### src/hsfd_pkg.sv
// Package for the humidity sensor frame decoder.
// Holds the byte position codes, status codes, the frame record and the CRC-8 step.
// No dependencies.
`default_nettype none

package hsfd_pkg;

  localparam logic [7:0] CrcInit = 8'hFF;
  localparam logic [7:0] CrcPoly = 8'h31;

  localparam logic [2:0] POS_T_HI  = 3'd0;
  localparam logic [2:0] POS_T_LO  = 3'd1;
  localparam logic [2:0] POS_T_CRC = 3'd2;
  localparam logic [2:0] POS_H_HI  = 3'd3;
  localparam logic [2:0] POS_H_LO  = 3'd4;
  localparam logic [2:0] POS_H_CRC = 3'd5;

  localparam logic [1:0] STATUS_OK      = 2'd0;
  localparam logic [1:0] STATUS_T_CRC   = 2'd1;
  localparam logic [1:0] STATUS_H_CRC   = 2'd2;

  localparam logic [14:0] TempScale  = 15'd17500;
  localparam logic [13:0] HumScale   = 14'd10000;
  localparam logic [15:0] TempOffset = 16'd4500;

  typedef struct packed {
    logic [15:0] temperature_word;
    logic [15:0] humidity_word;
    logic [1:0]  status;
  } frame_t;

  function automatic logic [7:0] crc8_update(input logic [7:0] crc, input logic [7:0] b);
    logic [7:0] c;
    c = crc ^ b;
    for (int k = 0; k < 8; k++) begin
      c = c[7] ? ({c[6:0], 1'b0} ^ CrcPoly) : {c[6:0], 1'b0};
    end
    return c;
  endfunction

endpackage

`default_nettype wire

### src/hsfd_if.sv
// Handshake interfaces for the humidity sensor frame decoder.
// Byte input channel and result output channel; depends on nothing.
`default_nettype none

interface hsfd_in_if;
  logic       valid;
  logic       ready;
  logic [7:0] data_byte;
  logic       frame_start;

  modport source (output valid, output data_byte, output frame_start, input ready);
  modport sink (input valid, input data_byte, input frame_start, output ready);
endinterface

interface hsfd_out_if;
  logic               valid;
  logic               ready;
  logic signed [14:0] temperature_centi;
  logic        [13:0] humidity_centi;
  logic        [1:0]  status;

  modport source (output valid, output temperature_centi, output humidity_centi,
                  output status, input ready);
  modport sink (input valid, input temperature_centi, input humidity_centi,
                input status, output ready);
endinterface

`default_nettype wire

### src/hsfd_framer.sv
// Frame tracker: byte position, running CRC-8 and raw word capture.
// Emits one registered frame record per complete frame; uses hsfd_pkg.
`default_nettype none

module hsfd_framer (
  input  wire logic          clk_i,
  input  wire logic          rst_ni,
  input  wire logic          byte_valid_i,
  output logic               byte_ready_o,
  input  wire logic [7:0]    data_byte_i,
  input  wire logic          frame_start_i,
  output logic               frame_valid_o,
  input  wire logic          frame_ready_i,
  output hsfd_pkg::frame_t   frame_o
);
  import hsfd_pkg::*;

  logic [2:0]  pos_q, pos_d, pos;
  logic [7:0]  crc_q, crc_d;
  logic [7:0]  high_q, high_d;
  logic [15:0] temp_word_q, temp_word_d;
  logic [15:0] hum_word_q, hum_word_d;
  logic        temp_bad_q, temp_bad_d;
  logic        frame_valid_q;
  frame_t      frame_q;
  logic        accept;
  logic        emit;

  assign byte_ready_o = !frame_valid_q || frame_ready_i;
  assign accept       = byte_valid_i && byte_ready_o;
  assign pos          = frame_start_i ? POS_T_HI : pos_q;

  always_comb begin
    pos_d       = pos_q;
    crc_d       = crc_q;
    high_d      = high_q;
    temp_word_d = temp_word_q;
    hum_word_d  = hum_word_q;
    temp_bad_d  = temp_bad_q;
    emit        = 1'b0;
    case (pos)
      POS_T_HI, POS_H_HI: begin
        crc_d  = crc8_update(CrcInit, data_byte_i);
        high_d = data_byte_i;
        pos_d  = pos + 3'd1;
      end
      POS_T_LO: begin
        crc_d       = crc8_update(crc_q, data_byte_i);
        temp_word_d = {high_q, data_byte_i};
        pos_d       = POS_T_CRC;
      end
      POS_T_CRC: begin
        temp_bad_d = (crc_q != data_byte_i);
        pos_d      = POS_H_HI;
      end
      POS_H_LO: begin
        crc_d      = crc8_update(crc_q, data_byte_i);
        hum_word_d = {high_q, data_byte_i};
        pos_d      = POS_H_CRC;
      end
      POS_H_CRC: begin
        emit  = 1'b1;
        pos_d = POS_T_HI;
      end
      default: begin
        pos_d = POS_T_HI;
      end
    endcase
  end

  always_ff @(posedge clk_i or negedge rst_ni) begin
    if (!rst_ni) begin
      pos_q         <= POS_T_HI;
      crc_q         <= CrcInit;
      temp_bad_q    <= 1'b0;
      frame_valid_q <= 1'b0;
    end else begin
      if (accept) begin
        pos_q      <= pos_d;
        crc_q      <= crc_d;
        temp_bad_q <= temp_bad_d;
      end
      if (accept) begin
        frame_valid_q <= emit;
      end else if (frame_ready_i) begin
        frame_valid_q <= 1'b0;
      end
    end
  end

  always_ff @(posedge clk_i) begin
    if (accept) begin
      high_q      <= high_d;
      temp_word_q <= temp_word_d;
      hum_word_q  <= hum_word_d;
    end
    if (accept && emit) begin
      frame_q.temperature_word <= temp_word_q;
      frame_q.humidity_word    <= hum_word_q;
      if (temp_bad_q) begin
        frame_q.status <= STATUS_T_CRC;
      end else if (crc_q != data_byte_i) begin
        frame_q.status <= STATUS_H_CRC;
      end else begin
        frame_q.status <= STATUS_OK;
      end
    end
  end

  assign frame_valid_o = frame_valid_q;
  assign frame_o       = frame_q;

endmodule

`default_nettype wire

### src/hsfd_convert.sv
// Scaling of the raw words to hundredths and the result register.
// Division by 65535 is done exactly with an add-and-shift; uses hsfd_pkg.
`default_nettype none

module hsfd_convert (
  input  wire logic               clk_i,
  input  wire logic               rst_ni,
  input  wire logic               frame_valid_i,
  output logic                    frame_ready_o,
  input  wire hsfd_pkg::frame_t   frame_i,
  output logic                    result_valid_o,
  input  wire logic               result_ready_i,
  output logic signed [14:0]      temperature_centi_o,
  output logic        [13:0]      humidity_centi_o,
  output logic        [1:0]       status_o
);
  import hsfd_pkg::*;

  logic [31:0] temp_prod, temp_sum;
  logic [31:0] hum_prod, hum_sum;
  logic [15:0] temp_quot, temp_off;
  logic [15:0] hum_quot;

  logic               valid_q;
  logic signed [14:0] temp_q;
  logic        [13:0] hum_q;
  logic        [1:0]  status_q;
  logic               load;

  // floor(x / 65535) = ((x + 1) + ((x + 1) >> 16)) >> 16 for the ranges used here.
  always_comb begin
    temp_prod = 32'(frame_i.temperature_word) * 32'(TempScale) + 32'd1;
    temp_sum  = temp_prod + (temp_prod >> 16);
    temp_quot = temp_sum[31:16];
    temp_off  = temp_quot - TempOffset;
    hum_prod  = 32'(frame_i.humidity_word) * 32'(HumScale) + 32'd1;
    hum_sum   = hum_prod + (hum_prod >> 16);
    hum_quot  = hum_sum[31:16];
  end

  assign frame_ready_o = !valid_q || result_ready_i;
  assign load          = frame_valid_i && frame_ready_o;

  always_ff @(posedge clk_i or negedge rst_ni) begin
    if (!rst_ni) begin
      valid_q <= 1'b0;
    end else if (frame_ready_o) begin
      valid_q <= frame_valid_i;
    end
  end

  always_ff @(posedge clk_i) begin
    if (load) begin
      temp_q   <= $signed(temp_off[14:0]);
      hum_q    <= hum_quot[13:0];
      status_q <= frame_i.status;
    end
  end

  assign result_valid_o      = valid_q;
  assign temperature_centi_o = temp_q;
  assign humidity_centi_o    = hum_q;
  assign status_o            = status_q;

endmodule

`default_nettype wire

### src/humidity_sensor_frame_decoder.sv
// Top level of the humidity sensor frame decoder.
// Instantiates hsfd_framer and hsfd_convert; uses hsfd_pkg and the hsfd_if interfaces.
`default_nettype none

// Takes one byte of the six-byte sensor reply per cycle and gives one result per
// complete frame: temperature and humidity in hundredths, plus a CRC status in
// which a temperature check failure wins over a humidity one. A byte with
// frame_start set always begins a new frame and drops any partial one. The block
// accepts one byte every cycle while results are taken. When a result waits,
// bytes still flow until the next frame is complete in the frame register; the
// input then stalls until the waiting result is taken. After the sixth byte is
// accepted, the result passes the frame register, behind the compare with the
// running CRC-8, and then the result register, behind the constant multiply and
// the exact divide-by-65535 adder.
module humidity_sensor_frame_decoder (
  input  wire logic   clk_i,
  input  wire logic   rst_ni,
  hsfd_in_if.sink     data_i,
  hsfd_out_if.source  result_o
);
  import hsfd_pkg::*;

  logic   frame_valid;
  logic   frame_ready;
  frame_t frame;

  hsfd_framer u_framer (
    .clk_i         (clk_i),
    .rst_ni        (rst_ni),
    .byte_valid_i  (data_i.valid),
    .byte_ready_o  (data_i.ready),
    .data_byte_i   (data_i.data_byte),
    .frame_start_i (data_i.frame_start),
    .frame_valid_o (frame_valid),
    .frame_ready_i (frame_ready),
    .frame_o       (frame)
  );

  hsfd_convert u_convert (
    .clk_i               (clk_i),
    .rst_ni              (rst_ni),
    .frame_valid_i       (frame_valid),
    .frame_ready_o       (frame_ready),
    .frame_i             (frame),
    .result_valid_o      (result_o.valid),
    .result_ready_i      (result_o.ready),
    .temperature_centi_o (result_o.temperature_centi),
    .humidity_centi_o    (result_o.humidity_centi),
    .status_o            (result_o.status)
  );

endmodule

`default_nettype wire

### src/flat_wrapper.sv
// flat-port wrapper written by rule: the top's interface ports become plain ports
module humidity_sensor_frame_decoder_flat import hsfd_pkg::*;
  (clk_i, rst_ni, data_i_valid, data_i_data_byte, data_i_frame_start, data_i_ready, result_o_valid, result_o_temperature_centi, result_o_humidity_centi, result_o_status, result_o_ready);
  hsfd_in_if data_i_i ();
  hsfd_out_if result_o_i ();
  input  wire logic clk_i;
  input  wire logic rst_ni;
  input wire logic [$bits(data_i_i.valid)-1:0] data_i_valid;
  input wire logic [$bits(data_i_i.data_byte)-1:0] data_i_data_byte;
  input wire logic [$bits(data_i_i.frame_start)-1:0] data_i_frame_start;
  output wire logic [$bits(data_i_i.ready)-1:0] data_i_ready;
  output wire logic [$bits(result_o_i.valid)-1:0] result_o_valid;
  output wire logic [$bits(result_o_i.temperature_centi)-1:0] result_o_temperature_centi;
  output wire logic [$bits(result_o_i.humidity_centi)-1:0] result_o_humidity_centi;
  output wire logic [$bits(result_o_i.status)-1:0] result_o_status;
  input wire logic [$bits(result_o_i.ready)-1:0] result_o_ready;
  assign data_i_i.valid = data_i_valid;
  assign data_i_i.data_byte = data_i_data_byte;
  assign data_i_i.frame_start = data_i_frame_start;
  assign data_i_ready = data_i_i.ready;
  assign result_o_valid = result_o_i.valid;
  assign result_o_temperature_centi = result_o_i.temperature_centi;
  assign result_o_humidity_centi = result_o_i.humidity_centi;
  assign result_o_status = result_o_i.status;
  assign result_o_i.ready = result_o_ready;
  humidity_sensor_frame_decoder u_core (.clk_i(clk_i), .rst_ni(rst_ni), .data_i(data_i_i), .result_o(result_o_i));
endmodule
### config.mk
export PLATFORM = sky130hd
export DESIGN_NAME = humidity_sensor_frame_decoder_flat
export DESIGN_NICKNAME = d
export VERILOG_FILES = /design/src/hsfd_pkg.sv /design/src/hsfd_if.sv /design/src/hsfd_framer.sv /design/src/hsfd_convert.sv /design/src/humidity_sensor_frame_decoder.sv /design/src/flat_wrapper.sv
export SDC_FILE = /design/constraint.sdc
export NUM_CORES = 1
export LEC_CHECK = 0
export BUFFER_PORTS_ARGS = -buffer_cell sky130_fd_sc_hd__buf_2
export CORE_ASPECT_RATIO = 1.1
export CORE_UTILIZATION = 60
export DETAILED_ROUTE_END_ITERATION = 16
export HOLD_SLACK_MARGIN = 0.12
export PLACE_DENSITY_LB_ADDON = 0.08
export SKIP_CTS_REPAIR_TIMING = 1
export SYNTH_ARGS = -nofsm -noshare
export SYNTH_HDL_FRONTEND = slang
export SYNTH_SLANG_ARGS = --single-unit
### constraint.sdc
create_clock -name clk_i -period 9 [get_ports clk_i]
set_input_delay 0.9 -clock clk_i [delete_from_list [all_inputs] [get_ports clk_i]]
set_output_delay 0.9 -clock clk_i [all_outputs]
set_load 0.01 [all_outputs]
# == Yosys cells after proc, flatten, opt, wreduce, memory -nomap -nowiden ==
# Cells that the tools add are included.
# totals
reg_bits,119
output_inout_bits,33
# classes
add_sub_neg,6
multipliers,2
eq_ne,6
mux,23
bitwise_logic,18
n_reduce_logical,17
# ops
operator,count
6-bit two-way mux,16
3-bit NOT,16
"31-bit by 1-bit adder with 32-bit output, second input constant",1
"30-bit by 1-bit adder with 31-bit output, second input constant",1
31-bit by 16-bit adder with 31-bit output,1
30-bit by 15-bit adder with 30-bit output,1
"16-bit by 13-bit multiplier with 29-bit output, second input constant",1
"16-bit by 10-bit multiplier with 26-bit output, second input constant",1
8-bit one-hot mux with 2 select lines,1
"15-bit by 13-bit subtractor with 15-bit output, second input constant",1
3-bit one-hot mux with 4 select lines,1
2-bit AND reduction,5
8-bit != test,1
8-bit NOT,1
8-bit bitwise XOR,1
"3-bit by 2-bit equality test with 1-bit output, second input constant",2
"3-bit equality test, second input constant",2
2-bit nonzero test,2
2-bit OR reduction,2
"3-bit by 1-bit adder with 3-bit output, second input constant",1
"3-bit by 1-bit equality test with 1-bit output, second input constant",1
1-bit logical AND,3
3-bit zero test,1
1-bit two-way mux,3
4 further kinds,6

# == Logic depth before layout (Yosys ltp) ==
# Gate-level depths: netlist (run 1).
# logic_depth
ltp_word,18
ltp_mapped,36
depth_no_buf,35

# == Hierarchy ==
# A second synthesis (run 1) with hierarchy kept.
# unflattened
cells_unflattened,1085
area_unflattened_um2,11601.1
# by_module_without_submodules
mod,instances,cells_each,area_per_inst_um2,seq_area_each_um2
hsfd_convert,1,889,8207.9,955.9
hsfd_framer,1,196,3393.3,2557.5

# == Worst setup path after synthesis (run 1) ==
# OpenSTA, ideal clock, no wires.
# synth_timing
kind,register to register
startpoint,"reg u_core.u_framer.frame_q, in the netlist u_core.u_framer.frame_o[28]"
endpoint,reg u_core.u_convert.temp_q[14] (netlist: u_core.u_convert.temperature_centi_o[14]) (data pin)
setup_time_ps,262
arrival_ps,7406
t_required_ps,8738
path_slack_ps,1332
stages_incl_launch_ff,36
path_cell_list,edfxtp_1 > ha_1 > inv_1 > fa_1 > inv_1 > ha_1 > fa_1 > inv_1 > fa_1 > inv_1 > ha_1 > and4_1 > and3_1 > a211oi_1 > a211oi_2 > o31a_1 > o21ai_0 > a21oi_1 > o21a_1 > nor2_1 > xnor2_1 > ha_1 > nor2b_1 > a21o_1 > a21o_1 > a311o_1 > o22ai_4 > nor3_1 > nand2_1 > xnor2_1 > ha_1 > o31a_2 > o21a_1 > o211ai_1 > a21oi_1 > xor2_1
# synth_via
elab_chain_len,4
# synth_lines
element,line,text
from (decl),hsfd_framer.sv:25,frame_t frame_q;
16-bit by 13-bit multiplier with 29-bit output,hsfd_convert.sv:32,temp_prod = 32'(frame_i.temperature_word) * 32'(TempScale) + 32'd1;
31-bit by 1-bit adder with 32-bit output,hsfd_convert.sv:32,
31-bit by 16-bit adder with 31-bit output,hsfd_convert.sv:33,temp_sum = temp_prod + (temp_prod >> 16);
15-bit by 13-bit subtractor with 15-bit output,hsfd_convert.sv:35,temp_off = temp_quot - TempOffset;
named net u_core.u_convert.temp_off[14],hsfd_convert.sv:21,"logic [15:0] temp_quot, temp_off;"
to (signal assigned),hsfd_convert.sv:54,temp_q <= $signed(temp_off[14:0]);
to (decl),hsfd_convert.sv:25,logic signed [14:0] temp_q;
# The timed path passes the listed nets, and every way through them passes these cells.
# A chain may end at the register's enable or synchronous reset.

# == Worst setup path after layout (run 1) ==
# Same ends and word-level chain as after synthesis.

==> impl_summary.log, run 1 <==
INFO  metric cp-startpoint = u_core.u_framer.frame_o[28]
INFO  metric cts_max_path_buffers = 2
INFO  metric critPathCaptureType = flop
INFO  metric worst_supply_voltage_drop_on_vdd = slightly below 0.0002 V
INFO  metric numPortBuffers = 45
INFO  metric critPathLaunchType = flop
INFO  metric syn_inst = 1142
INFO  metric die_h = between 100 and 150 µm
INFO  metric rsz0062_at_grt = false
INFO  metric grt_start_max_net_pins = 35
INFO  metric dominant_delay_contributor_by_cell_family_on_the_critical_path = adder cells
INFO  metric stdcell_count = around 1500
INFO  metric area.growth.synth_to_final = 9.38%
INFO  metric avgRoutedWirePerCell = ~16 µm
INFO  metric average_cell_area_after_synthesis = 10.3 µm²
INFO  metric worst_reg2reg_path_startpoint = u_core.u_framer.frame_o[28]
INFO  metric postRouteAntennaNets = 0
INFO  metric critPathMaxStageDelay = between 0.5 and 0.6 ns
INFO  metric critical_path_peak_fanout = 7
INFO  metric worst_ep_required_time = approximately 9.2 ns
INFO  metric setup.worst_path.class = reg -> reg
INFO  metric drt_wl_total = 22800 µm
INFO  metric gpl.final_weighted_congestion = 0.907
INFO  metric boundaryPins = 46
INFO  metric timing.critical_path.depth = 35
INFO  metric yosys.area.top_type_share = 0.268
INFO  metric synth_ff_type = edfxtp_1
INFO  metric timing.fmax = approximately 120 MHz
INFO  metric cp.arrival = roughly 8.4 ns
INFO  metric post-dp-hpwl = 18600 µm
INFO  metric worst_slew_pin_slew = 1.13 ns
INFO  metric fillCellCount = 1532
INFO  metric timing.max_cap.violations = 0
INFO  metric floorplan.die.width = between 100 and 150 µm
INFO  metric synth.most_common_cell = inv_1
INFO  metric yosys.cell_types.count = between 70 and 80
INFO  metric grt_pass1_vias = about 7800
INFO  metric timing.final.hold_violations = 0
INFO  metric synth_sequential_area_ratio = 0.299
INFO  metric tritoncts_clock_tree = built
INFO  metric grt.overflow.total = 0
INFO  metric post-synth-top-area-cell = edfxtp_1
INFO  metric final_layout_size_suffix_gt1_frac = 0.0965
INFO  metric power_density_over_cell_area = 160 nW/µm²
INFO  metric rrSetupSlack = about 0.76 ns
INFO  metric yosys_warnings = 0
INFO  metric worstPathBufferInverterCount = 4
INFO  metric h-tree-depth = 4
INFO  metric cell_area_after_synthesis = approximately 12000 µm²
INFO  metric setup_viol = 0
INFO  metric dr.pass1.iters = 5
INFO  metric synth.cells.most_frequent = inv_1, ha_1, edfxtp_1
INFO  metric totalNegativeSetupSlack = 0 ns
INFO  metric cellLeakagePower = slightly above 6 nW
INFO  metric post_synth_main_area_contributors = edfxtp_1, ha_1, fa_1, inv_1, xnor2_1
INFO  metric vias_after_detailed_routing = approximately 8000
INFO  metric report.final.slew_viol_count = 0
INFO  metric detail_route.iter0.violations = between 400 and 500
INFO  metric slowest_stage_cell_on_the_critical_path = fa_1
INFO  metric skew = around 0.013 ns
INFO  metric worst_r2r_endpoint = u_core.u_convert.temperature_centi_o[14]
INFO  metric die_area = 20200 µm²
INFO  metric finalWorstPathRequiredPeriod = 8.24 ns
INFO  metric period_share = 0.916
INFO  metric initial_core_util = 0.614
INFO  metric cts_root_buf = clkbuf_16
INFO  metric globalRouteTotalUtil = 0.244
INFO  metric min-delay-path-class = in -> async
INFO  metric place.detailed.instances = about 1400
INFO  metric clk_transition_reported_paths = around 0.070 ns
INFO  metric maxSlewHeadroom = 0.243
INFO  metric async_flop_share = 0.118
INFO  metric antenna_found_initial = 0
INFO  metric number_of_enable_flip_flop_cells_after_synthesis = about 110
INFO  metric remaining_drc_errors = 0
INFO  metric core.rowCount = 53
INFO  metric run_status = completed
INFO  metric finalNetCount = between 1000 and 1500
INFO  metric floorplan.core_area = about 19000 µm²
INFO  metric tritoncts.num_buffers = 17
INFO  metric cts_num_sinks = 119
INFO  metric num_antenna_cells = 0
INFO  metric global_route_wire_length_before_repair = about 38000 µm
INFO  metric avgViaCountPerCell = around 5.5
INFO  metric r2r_cell_count = 35
INFO  metric synth.ff_latch_count = between 100 and 150
INFO  metric clk_latency = between 0.4 and 0.5 ns
INFO  metric synth_fp_nets = roughly 1400
INFO  metric timing.critical_path.mode_cell = ha_1
[metrics by stage]
stage          cell area (µm²)  power, W  hold WS, ns  utilization  setup WS (ns)
5_1_grt                  12900   0.00218        0.402        0.671          0.316
2_1_floorplan            11800   0.00125        0.400            -           1.33
3_5_place_dp             12300   0.00138        0.405        0.641          0.802
6_report                 12900   0.00206        0.384        0.671          0.760
4_1_cts                  12900   0.00207        0.383        0.671          0.783
3_3_place_gp             12300   0.00137        0.401        0.641          0.925
[kinds of logic (layout without fill, tap and decap cells)]
logic type	count (synthesis)	in the layout	share of synthesized area
xor+xnor	95	95	0.0714
compound gates	195	195	0.115
flops	119	119	0.299
buf+inv	247	317	0.0788
mux	4	4	0.00340
fa+ha+maj	274	274	0.342
simple gates	208	208	0.0907
[sequential cells by signal, indices dropped and copies added, names as in the netlist]
register	flops
u_core.u_framer.frame_o	34
u_core.u_framer.hum_word_q	16
u_core.u_framer.temp_word_q	16
u_core.u_convert.temperature_centi_o	15
u_core.u_convert.humidity_centi_o	14
u_core.u_framer.crc_q	8
u_core.u_framer.high_q	8
u_core.u_framer.pos_q	3
u_core.u_convert.status_o	2
u_core.u_convert.result_valid_o	1
u_core.u_framer.frame_valid_o	1
u_core.u_framer.temp_bad_q	1
[layout by cell type (no fill, tap or decap), types with 13 or more instances in the layout]
cell type and n:
xnor2_1 69, nand2_1 46, nor3_1 15, edfxtp_1 105
ha_1 194, nand4_1 14, clkbuf_16 17, nor2_1 59
fa_1 80, xor2_1 25, a21o_1 19, a21oi_1 46
nand3_1 13, o21ai_0 37, buf_2 45, inv_1 237
[power breakdown]
part	total, W	switching [W]	internal (W)
Sequential	0.000728	0.0000502	0.000678
Combinational	0.000652	0.000369	0.000283
Clock	0.000682	0.000290	0.000391
Total	0.00206	0.000709	0.00135
[layout make-up]
type | count | area, µm² | area share
Timing Repair Buffer | 48 | 248 | 0.0193
Multi-Input combinational cell | 776 | 7330 | 0.569
Inverter | 237 | 890 | 0.0691
Clock buffer | 17 | 425 | 0.0331
Clock inverter | 15 | 156 | 0.0122
Tap cell | 247 | 309 | 0.0240
Sequential cell | 119 | 3510 | 0.273
[how the worst max path moves through the flow]
| stage | to | slack, ns |
|---|---|---|
| floorplan | u_core.u_convert.temperature_centi_o[14] | 1.33 |
| global placement | u_core.u_convert.temperature_centi_o[14] | 0.93 |
| detailed placement | u_core.u_convert.temperature_centi_o[14] | 0.80 |
| CTS | u_core.u_convert.temperature_centi_o[14] | 0.78 |
| global route | u_core.u_convert.temperature_centi_o[14] | 0.32 |
| finish | u_core.u_convert.temperature_centi_o[14] | 0.76 |
[layer usage]
metal  track usage  part of all wire  vias up
met5             0                 0        -
met1         0.330              0.47     3777
met2         0.399              0.47      178
met4        0.0837             0.020        0
li1              -                 -     4005
met3        0.0367             0.039       35
Note: power is estimated with default switching activity, not from simulation.
==> run 2, diff against run 1 <==
- SLEW_MARGIN: not set -> 20
- clock period: 9 -> 8.8 ns (I/O delays scaled with it)
==> run 2 against run 1 <==
Compared with the run above:
- global-route usage up 0.050 points
- first-iteration DRC count decreased by 8.3%
- clock power about the same
- critical path type unchanged
- via count is 0.50% higher
- combinational power grew 3%
- highest routed layer unchanged
- clock skew is essentially flat
- register-to-register slack worse by 0.22 ns
- sequential cell count did not move
- largest power group unchanged
==> impl_summary.log, run 2 (synthesis results as in run 1) <==
INFO  metric worst_reg2reg_path_startpoint = u_core.u_framer.frame_o[30]
INFO  metric part_of_the_power_in_the_clock_network = 0.327 (-0.004)
INFO  metric busiest_layer = met2
INFO  metric run_status = completed
INFO  metric antenna_found_initial = 0 (unchanged)
INFO  metric worst_ep_required_time = 8.97 ns (-0.21 ns)
INFO  metric p_comb_frac = 0.319 (+0.003)
INFO  metric finalNetCount = 1486 (unchanged)
INFO  metric worst_supply_voltage_drop_on_vdd = 0.000167 V (-16%)
INFO  metric numPortBuffers = 45 (unchanged)
INFO  metric timing.critical_path.mode_cell = ha_1
INFO  metric core.rowCount = 53 (unchanged)
INFO  metric slowest_stage_cell_on_the_critical_path = fa_1
INFO  metric gpl.final_weighted_congestion = 0.907 (about the same)
INFO  metric r2r_cell_count = 35 (unchanged)
INFO  metric vias_after_detailed_routing = 8035 (+0.50%)
INFO  metric rrSetupSlack = 0.54 ns (-0.22 ns)
INFO  metric grt.overflow.total = 0 (unchanged)
INFO  metric finalHoldWorstSlack = 0.374 ns (-0.00918 ns)
INFO  metric mostFrequentLayoutCell = inv_1
INFO  metric tritoncts.num_buffers = 17 (unchanged)
INFO  metric rsz0062_at_grt = false
INFO  metric detail_route.iter0.violations = 386 (-8.3%)
INFO  metric tritoncts_clock_tree = built
INFO  metric skew = 0.0129 ns (+0.000391 ns)
INFO  metric critical_path_peak_fanout = 7 (unchanged)
INFO  metric area.growth.synth_to_final = 9.42% (about the same)
INFO  metric cp-startpoint = u_core.u_framer.frame_o[30]
INFO  metric timing.fmax = 121 MHz (-0.28%)
INFO  metric cp.arrival = 8.43 ns (about the same)
INFO  metric initial_core_util = 0.614 (unchanged)
INFO  metric post-dp-hpwl = 18600 µm (about the same)
INFO  metric die_h = 149 µm (unchanged)
INFO  metric avgRoutedWirePerCell = 15.6 µm (+0.12%)
INFO  metric critPathLaunchType = flop
INFO  metric worst_slew_pin_slew = 0.833 ns (-0.294 ns)
INFO  metric clk_latency = 0.42 ns (about the same)
INFO  metric critPathCaptureType = flop
INFO  metric cts_num_sinks = 119 (unchanged)
INFO  metric avgViaCountPerCell = 5.51 (+0.50%)
INFO  metric cp-endpoint = u_core.u_convert.temperature_centi_o[14]
INFO  metric totalNegativeSetupSlack = 0 ns (unchanged)
INFO  metric grt.met1_usage = 0.334 (+0.00424)
INFO  metric remaining_drc_errors = 0 (unchanged)
INFO  metric worst_r2r_endpoint = u_core.u_convert.temperature_centi_o[14]
INFO  metric cts_max_path_buffers = 2 (unchanged)
INFO  metric gr-usage-met3 = 0.0360 (-0.000680)
INFO  metric power.internal = 0.00136 W (+0.78%)
INFO  metric min-delay-path-class = in -> async
INFO  metric num_antenna_cells = 0 (unchanged)
INFO  metric grt_start_max_net_pins = 35 (unchanged)
INFO  metric netSwitchingFraction = 0.350 (+0.00611)
INFO  metric critPathMaxStageDelay = 0.53 ns (about the same)
INFO  metric clk_transition_reported_paths = 0.07 ns (about the same)
INFO  metric drt_wl_total = 22800 µm (+0.12%)
INFO  metric final_layout_size_suffix_gt1_frac = 0.0974 (+0.000825)
INFO  metric dr.pass1.iters = 4 (-1)
INFO  metric grt_pass1_vias = 7883 (+1.0%)
INFO  metric maxSlewHeadroom = 0.445 (+0.202)
INFO  metric die_area = 20200 µm² (unchanged)
INFO  metric global_route_wire_length_before_repair = 38000 µm (+0.57%)
INFO  metric power_density_over_cell_area = 163 nW/µm² (+1.7%)
INFO  metric grt.met2_usage = 0.401 (+0.00231)
INFO  metric power_switching = 0.000734 W (+3.5%)
INFO  metric worstPathBufferInverterCount = 4 (unchanged)
INFO  metric period_share = 0.939 (+0.0234)
INFO  metric report.final.slew_viol_count = 0 (unchanged)
INFO  metric setup_viol = 0 (unchanged)
INFO  metric flip_flop_count_of_the_largest_register_all_copies_and_words_added = 34 (unchanged)
INFO  metric finalWorstPathRequiredPeriod = 8.26 ns (+0.0231 ns)
INFO  metric setup.worst_path.class = reg -> reg
INFO  metric final_cell_mix = inv_1, ha_1, edfxtp_1
INFO  metric cellLeakagePower = 6.10 nW (-0.12%)
INFO  metric floorplan.die.width = 136 µm (unchanged)
INFO  metric seqPwrFrac = 0.354 (about the same)
INFO  metric timing.critical_path.depth = 35 (unchanged)
INFO  metric dominant_delay_contributor_by_cell_family_on_the_critical_path = compound AO/OA/AOI/OAI gates
INFO  metric globalRouteTotalUtil = 0.244 (+0.000504)
INFO  metric timing.max_cap.violations = 0 (unchanged)
INFO  metric h-tree-depth = 4 (unchanged)
INFO  metric boundaryPins = 46 (unchanged)
INFO  metric floorplan.core_area = 19200 µm² (unchanged)
INFO  metric cts_root_buf = clkbuf_16
INFO  metric postRouteAntennaNets = 0 (unchanged)
INFO  metric timing.final.hold_violations = 0 (unchanged)
## run 2: final cells by class
class	count	area, µm²
clock buffer	17	425
clock inverter	15	156
fill	1530	6290
inverter	237	890
multi-input combinational	776	7330
sequential	119	3510
tap	247	309
timing repair buffer	48	248
## run 2: worst min-delay path by stage
stage / from / to / cells after the start
2_1_floorplan: u_core.u_framer.frame_o[0] / u_core.u_convert.status_o[0] / 0
3_3_place_gp: u_core.u_framer.hum_word_q[5] / u_core.u_framer.frame_o[7] / 0
3_5_place_dp: u_core.u_framer.hum_word_q[10] / u_core.u_framer.frame_o[12] / 0
4_1_cts: rst_ni / u_core.u_framer.pos_q[0] / 1
5_1_grt: rst_ni / u_core.u_framer.pos_q[0] / 1
6_report: rst_ni / u_core.u_framer.pos_q[0] / 1
## run 2: power by group through the flow
| stage | combinational [W] | clock [W] | sequential (W) |
|---|---|---|---|
| 5_1_grt | 0.000753 | 0.000721 | 0.000748 |
| 3_3_place_gp | 0.000648 | 0 | 0.000754 |
| 2_1_floorplan | 0.000556 | 0 | 0.000723 |
| 6_report | 0.000669 | 0.000685 | 0.000743 |
| 3_5_place_dp | 0.000662 | 0 | 0.000755 |
| 4_1_cts | 0.000667 | 0.000697 | 0.000744 |
## run 2: stage by stage
step / cells / util / area (µm²) / setup WS, ns / power [W]
2_1_floorplan: 1142 / - / 11800 / 1.13 / 0.00128
3_3_place_gp: 1427 / 0.641 / 12300 / 0.726 / 0.00140
3_5_place_dp: 1427 / 0.641 / 12300 / 0.590 / 0.00142
4_1_cts: 1459 / 0.671 / 12900 / 0.573 / 0.00211
5_1_grt: 1459 / 0.672 / 12900 / 0.114 / 0.00222
6_report: 1459 / 0.672 / 12900 / 0.537 / 0.00210
## run 2: routing by layer
layer  share of wire  routed length (µm)
met2            0.47               10800
met4           0.014                 316
met3           0.039                 895
met5               0                   0
met1            0.47               10800
==> run 3, diff against run 2 <==
- CELL_PAD_IN_SITES_DETAIL_PLACEMENT: not set -> 1
- CELL_PAD_IN_SITES_GLOBAL_PLACEMENT: not set -> 1
- CORE_UTILIZATION: 60 -> 51
==> run 3 against run 2 <==
Compared with the run above:
- total power up 2.7%
- sequential share of layout area fell by 0.18 points
- global-route usage rose by 0.83 points
- register-to-register slack worse by 0.11 ns
- combinational power grew 5.5%
==> impl_summary.log, run 3 (synthesis results as in run 1) <==
INFO  metric cts_num_sinks = 119 (unchanged)
INFO  metric r2r_cell_count = 35 (unchanged)
INFO  metric maxSlewHeadroom = 0.415 (-0.0294)
INFO  metric slowest_stage_cell_on_the_critical_path = fa_1
INFO  metric critPathLaunchType = flop
INFO  metric stdcell_count = 1508 (+3.4%)
INFO  metric worst_reg2reg_path_startpoint = u_core.u_framer.frame_o[29]
INFO  metric tritoncts.num_buffers = 17 (unchanged)
INFO  metric floorplan.die.width = 147 µm (+8.3%)
INFO  metric h-tree-depth = 4 (unchanged)
INFO  metric avgViaCountPerCell = 5.48 (-0.50%)
INFO  metric grt_start_max_net_pins = 35 (unchanged)
INFO  metric utilization = 0.580 (-0.0912)
INFO  metric cts_root_buf = clkbuf_16
INFO  metric power_density_over_cell_area = 166 nW/µm² (+2.0%)
INFO  metric numPortBuffers = 45 (unchanged)
INFO  metric mostFrequentLayoutCell = inv_1
INFO  metric cts_max_path_buffers = 2 (unchanged)
INFO  metric grt.met1_usage = 0.328 (-0.00558)
INFO  metric clk_transition_reported_paths = 0.07 ns (about the same)
INFO  metric avgRoutedWirePerCell = 18.8 µm (+20%)
INFO  metric dr.pass1.iters = 4 (unchanged)
INFO  metric critPathCaptureType = flop
INFO  metric place.detailed.instances = 1476 (+3.4%)
INFO  metric timing.fmax = 119 MHz (-1.3%)
INFO  metric finalNetCount = 1487 (+0.067%)
INFO  metric period_share = 0.951 (+0.0120)
INFO  metric worst_slew_pin_slew = 0.877 ns (+0.0441 ns)
INFO  metric busiest_layer = met2
INFO  metric drt_wl_total = 28300 µm (+24%)
INFO  metric cp-startpoint = u_core.u_framer.frame_o[29]
INFO  metric finalWorstPathRequiredPeriod = 8.37 ns (+0.106 ns)
INFO  metric grt_pass1_vias = 8814 (+12%)
INFO  metric detail_route.iter0.violations = 358 (-7.3%)
INFO  metric rsz0062_at_grt = false
INFO  metric skew = 0.0111 ns (-0.00184 ns)
INFO  metric gr-usage-met3 = 0.0401 (+0.00410)
INFO  metric initial_core_util = 0.527 (-0.0868)
INFO  metric timing.max_cap.violations = 0 (unchanged)
INFO  metric cp-endpoint = u_core.u_convert.temperature_centi_o[14]
INFO  metric timing.critical_path.mode_cell = ha_1
INFO  metric grt.met2_usage = 0.425 (+0.0244)
INFO  metric gpl.final_weighted_congestion = 0.892 (-1.6%)
INFO  metric postLayoutCellArea = 13000 µm² (+0.66%)
INFO  metric worst_ep_required_time = 8.99 ns (+0.02 ns)
INFO  metric placed_area = 12400 µm² (+0.59%)
INFO  metric setup.worst_path.class = reg -> reg
INFO  metric fillCellCount = 2472 (+62%)
INFO  metric final_cell_mix = inv_1, ha_1, edfxtp_1
INFO  metric rrSetupSlack = 0.43 ns (-0.11 ns)
INFO  metric worst_r2r_endpoint = u_core.u_convert.temperature_centi_o[14]
INFO  metric cp.arrival = 8.56 ns (+0.13 ns)
INFO  metric final_layout_size_suffix_gt1_frac = 0.0989 (+0.00157)
INFO  metric clk_latency = 0.44 ns (+0.02 ns)
INFO  metric grt.overflow.total = 0 (unchanged)
INFO  metric report.final.slew_viol_count = 0 (unchanged)
INFO  metric min-delay-path-class = in -> async
INFO  metric global_route_wire_length_before_repair = 45600 µm (+20%)
INFO  metric totalNegativeSetupSlack = 0 ns (unchanged)
INFO  metric flip_flop_count_of_the_largest_register_all_copies_and_words_added = 34 (unchanged)
INFO  metric postRouteAntennaNets = 0 (unchanged)
INFO  metric run_status = completed
INFO  metric die_h = 161 µm (+8.4%)
INFO  metric core.rowCount = 57 (+7.5%)
INFO  metric cellLeakagePower = 6.12 nW (+0.29%)
INFO  metric boundaryPins = 46 (unchanged)
INFO  metric critPathMaxStageDelay = 0.53 ns (about the same)
INFO  metric post-dp-hpwl = 23000 µm (+24%)
INFO  metric tritoncts_clock_tree = built
INFO  metric critical_path_peak_fanout = 7 (unchanged)
INFO  metric worst_supply_voltage_drop_on_vdd = 0.000156 V (-6.4%)
INFO  metric die_area = 23700 µm² (+17%)
INFO  metric area.growth.synth_to_final = 10.1%
INFO  metric globalRouteTotalUtil = 0.252 (+0.00829)
INFO  metric antenna_found_initial = 0 (unchanged)
INFO  metric timing.final.hold_violations = 0 (unchanged)
INFO  metric remaining_drc_errors = 0 (unchanged)
INFO  metric vias_after_detailed_routing = 8263 (+2.8%)
INFO  metric floorplan.core_area = 22300 µm² (+16%)
INFO  metric setup_viol = 0 (unchanged)
INFO  metric num_antenna_cells = 0 (unchanged)
==> run 3: cell types whose count changed in the layout (fill, tap and decap cells not counted) <==
cell        previous run  this run
inv_8                  5         6
buf_4                  3         4
clkinv_8               2         3
inv_6                  6         5
nor3_2                 2         3
clkinv_4               0         1
nor3_1                14        13
clkinvlp_4             2         0
==> run 3: how the worst min path moves through the flow <==
stage / start / end / slack, ns / cells past startpoint
after floorplan: u_core.u_framer.frame_o[0] / u_core.u_convert.status_o[0] / 0.40 / 0
after global placement: u_core.u_framer.hum_word_q[6] / u_core.u_framer.frame_o[8] / 0.40 / 0
after detailed placement: u_core.u_framer.temp_word_q[5] / u_core.u_framer.frame_o[23] / 0.41 / 0
after CTS: rst_ni / u_core.u_framer.pos_q[2] / 0.34 / 1
after global routing: rst_ni / u_core.u_framer.pos_q[2] / 0.35 / 1
final: rst_ni / u_core.u_framer.pos_q[2] / 0.34 / 1
==> run 3: final cells by class <==
type / count / area [µm²] / area share
Multi-Input combinational cell: 776 / 7340 / 0.566
Sequential cell: 119 / 3510 / 0.271
Inverter: 237 / 890 / 0.0687
Clock buffer: 17 / 425 / 0.0328
Tap cell: 295 / 369 / 0.0285
Timing Repair Buffer: 49 / 255 / 0.0197
Clock inverter: 15 / 169 / 0.0130
==> run 3: per-stage QoR <==
| stage | setup slack (ns) | hold slack [ns] | total power [W] |
|---|---|---|---|
| 6_report | 0.431 | 0.343 | 0.00215 |
| 3_3_place_gp | 0.672 | 0.401 | 0.00142 |
| 2_1_floorplan | 1.13 | 0.400 | 0.00128 |
| 4_1_cts | 0.425 | 0.339 | 0.00216 |
| 5_1_grt | 0.00226 | 0.351 | 0.00227 |
| 3_5_place_dp | 0.440 | 0.406 | 0.00145 |
==> run 3: power breakdown <==
part           internal, W  switching, W  total, W
logic             0.000293      0.000412  0.000706
registers         0.000693     0.0000525  0.000745
clock network     0.000383      0.000319  0.000702
total              0.00137      0.000784   0.00215
==> run 3: worst max-delay path, delay by kind of cell, from the launching register on <==
family | cells | cell delay (ns)
fa+ha+maj | 8 | 3.12
buf+inv | 4 | 0.21
compound gates | 16 | 3.33
flops | 1 | 0.52
xor+xnor | 3 | 0.43
simple gates | 4 | 0.50
==> run 3: layer usage <==
| layer | up-vias | share of wire |
|---|---|---|
| li1 | 4007 | - |
| met1 | 4070 | 0.47 |
| met2 | 139 | 0.48 |
| met3 | 47 | 0.029 |
| met4 | 0 | 0.024 |
| met5 | - | 0 |
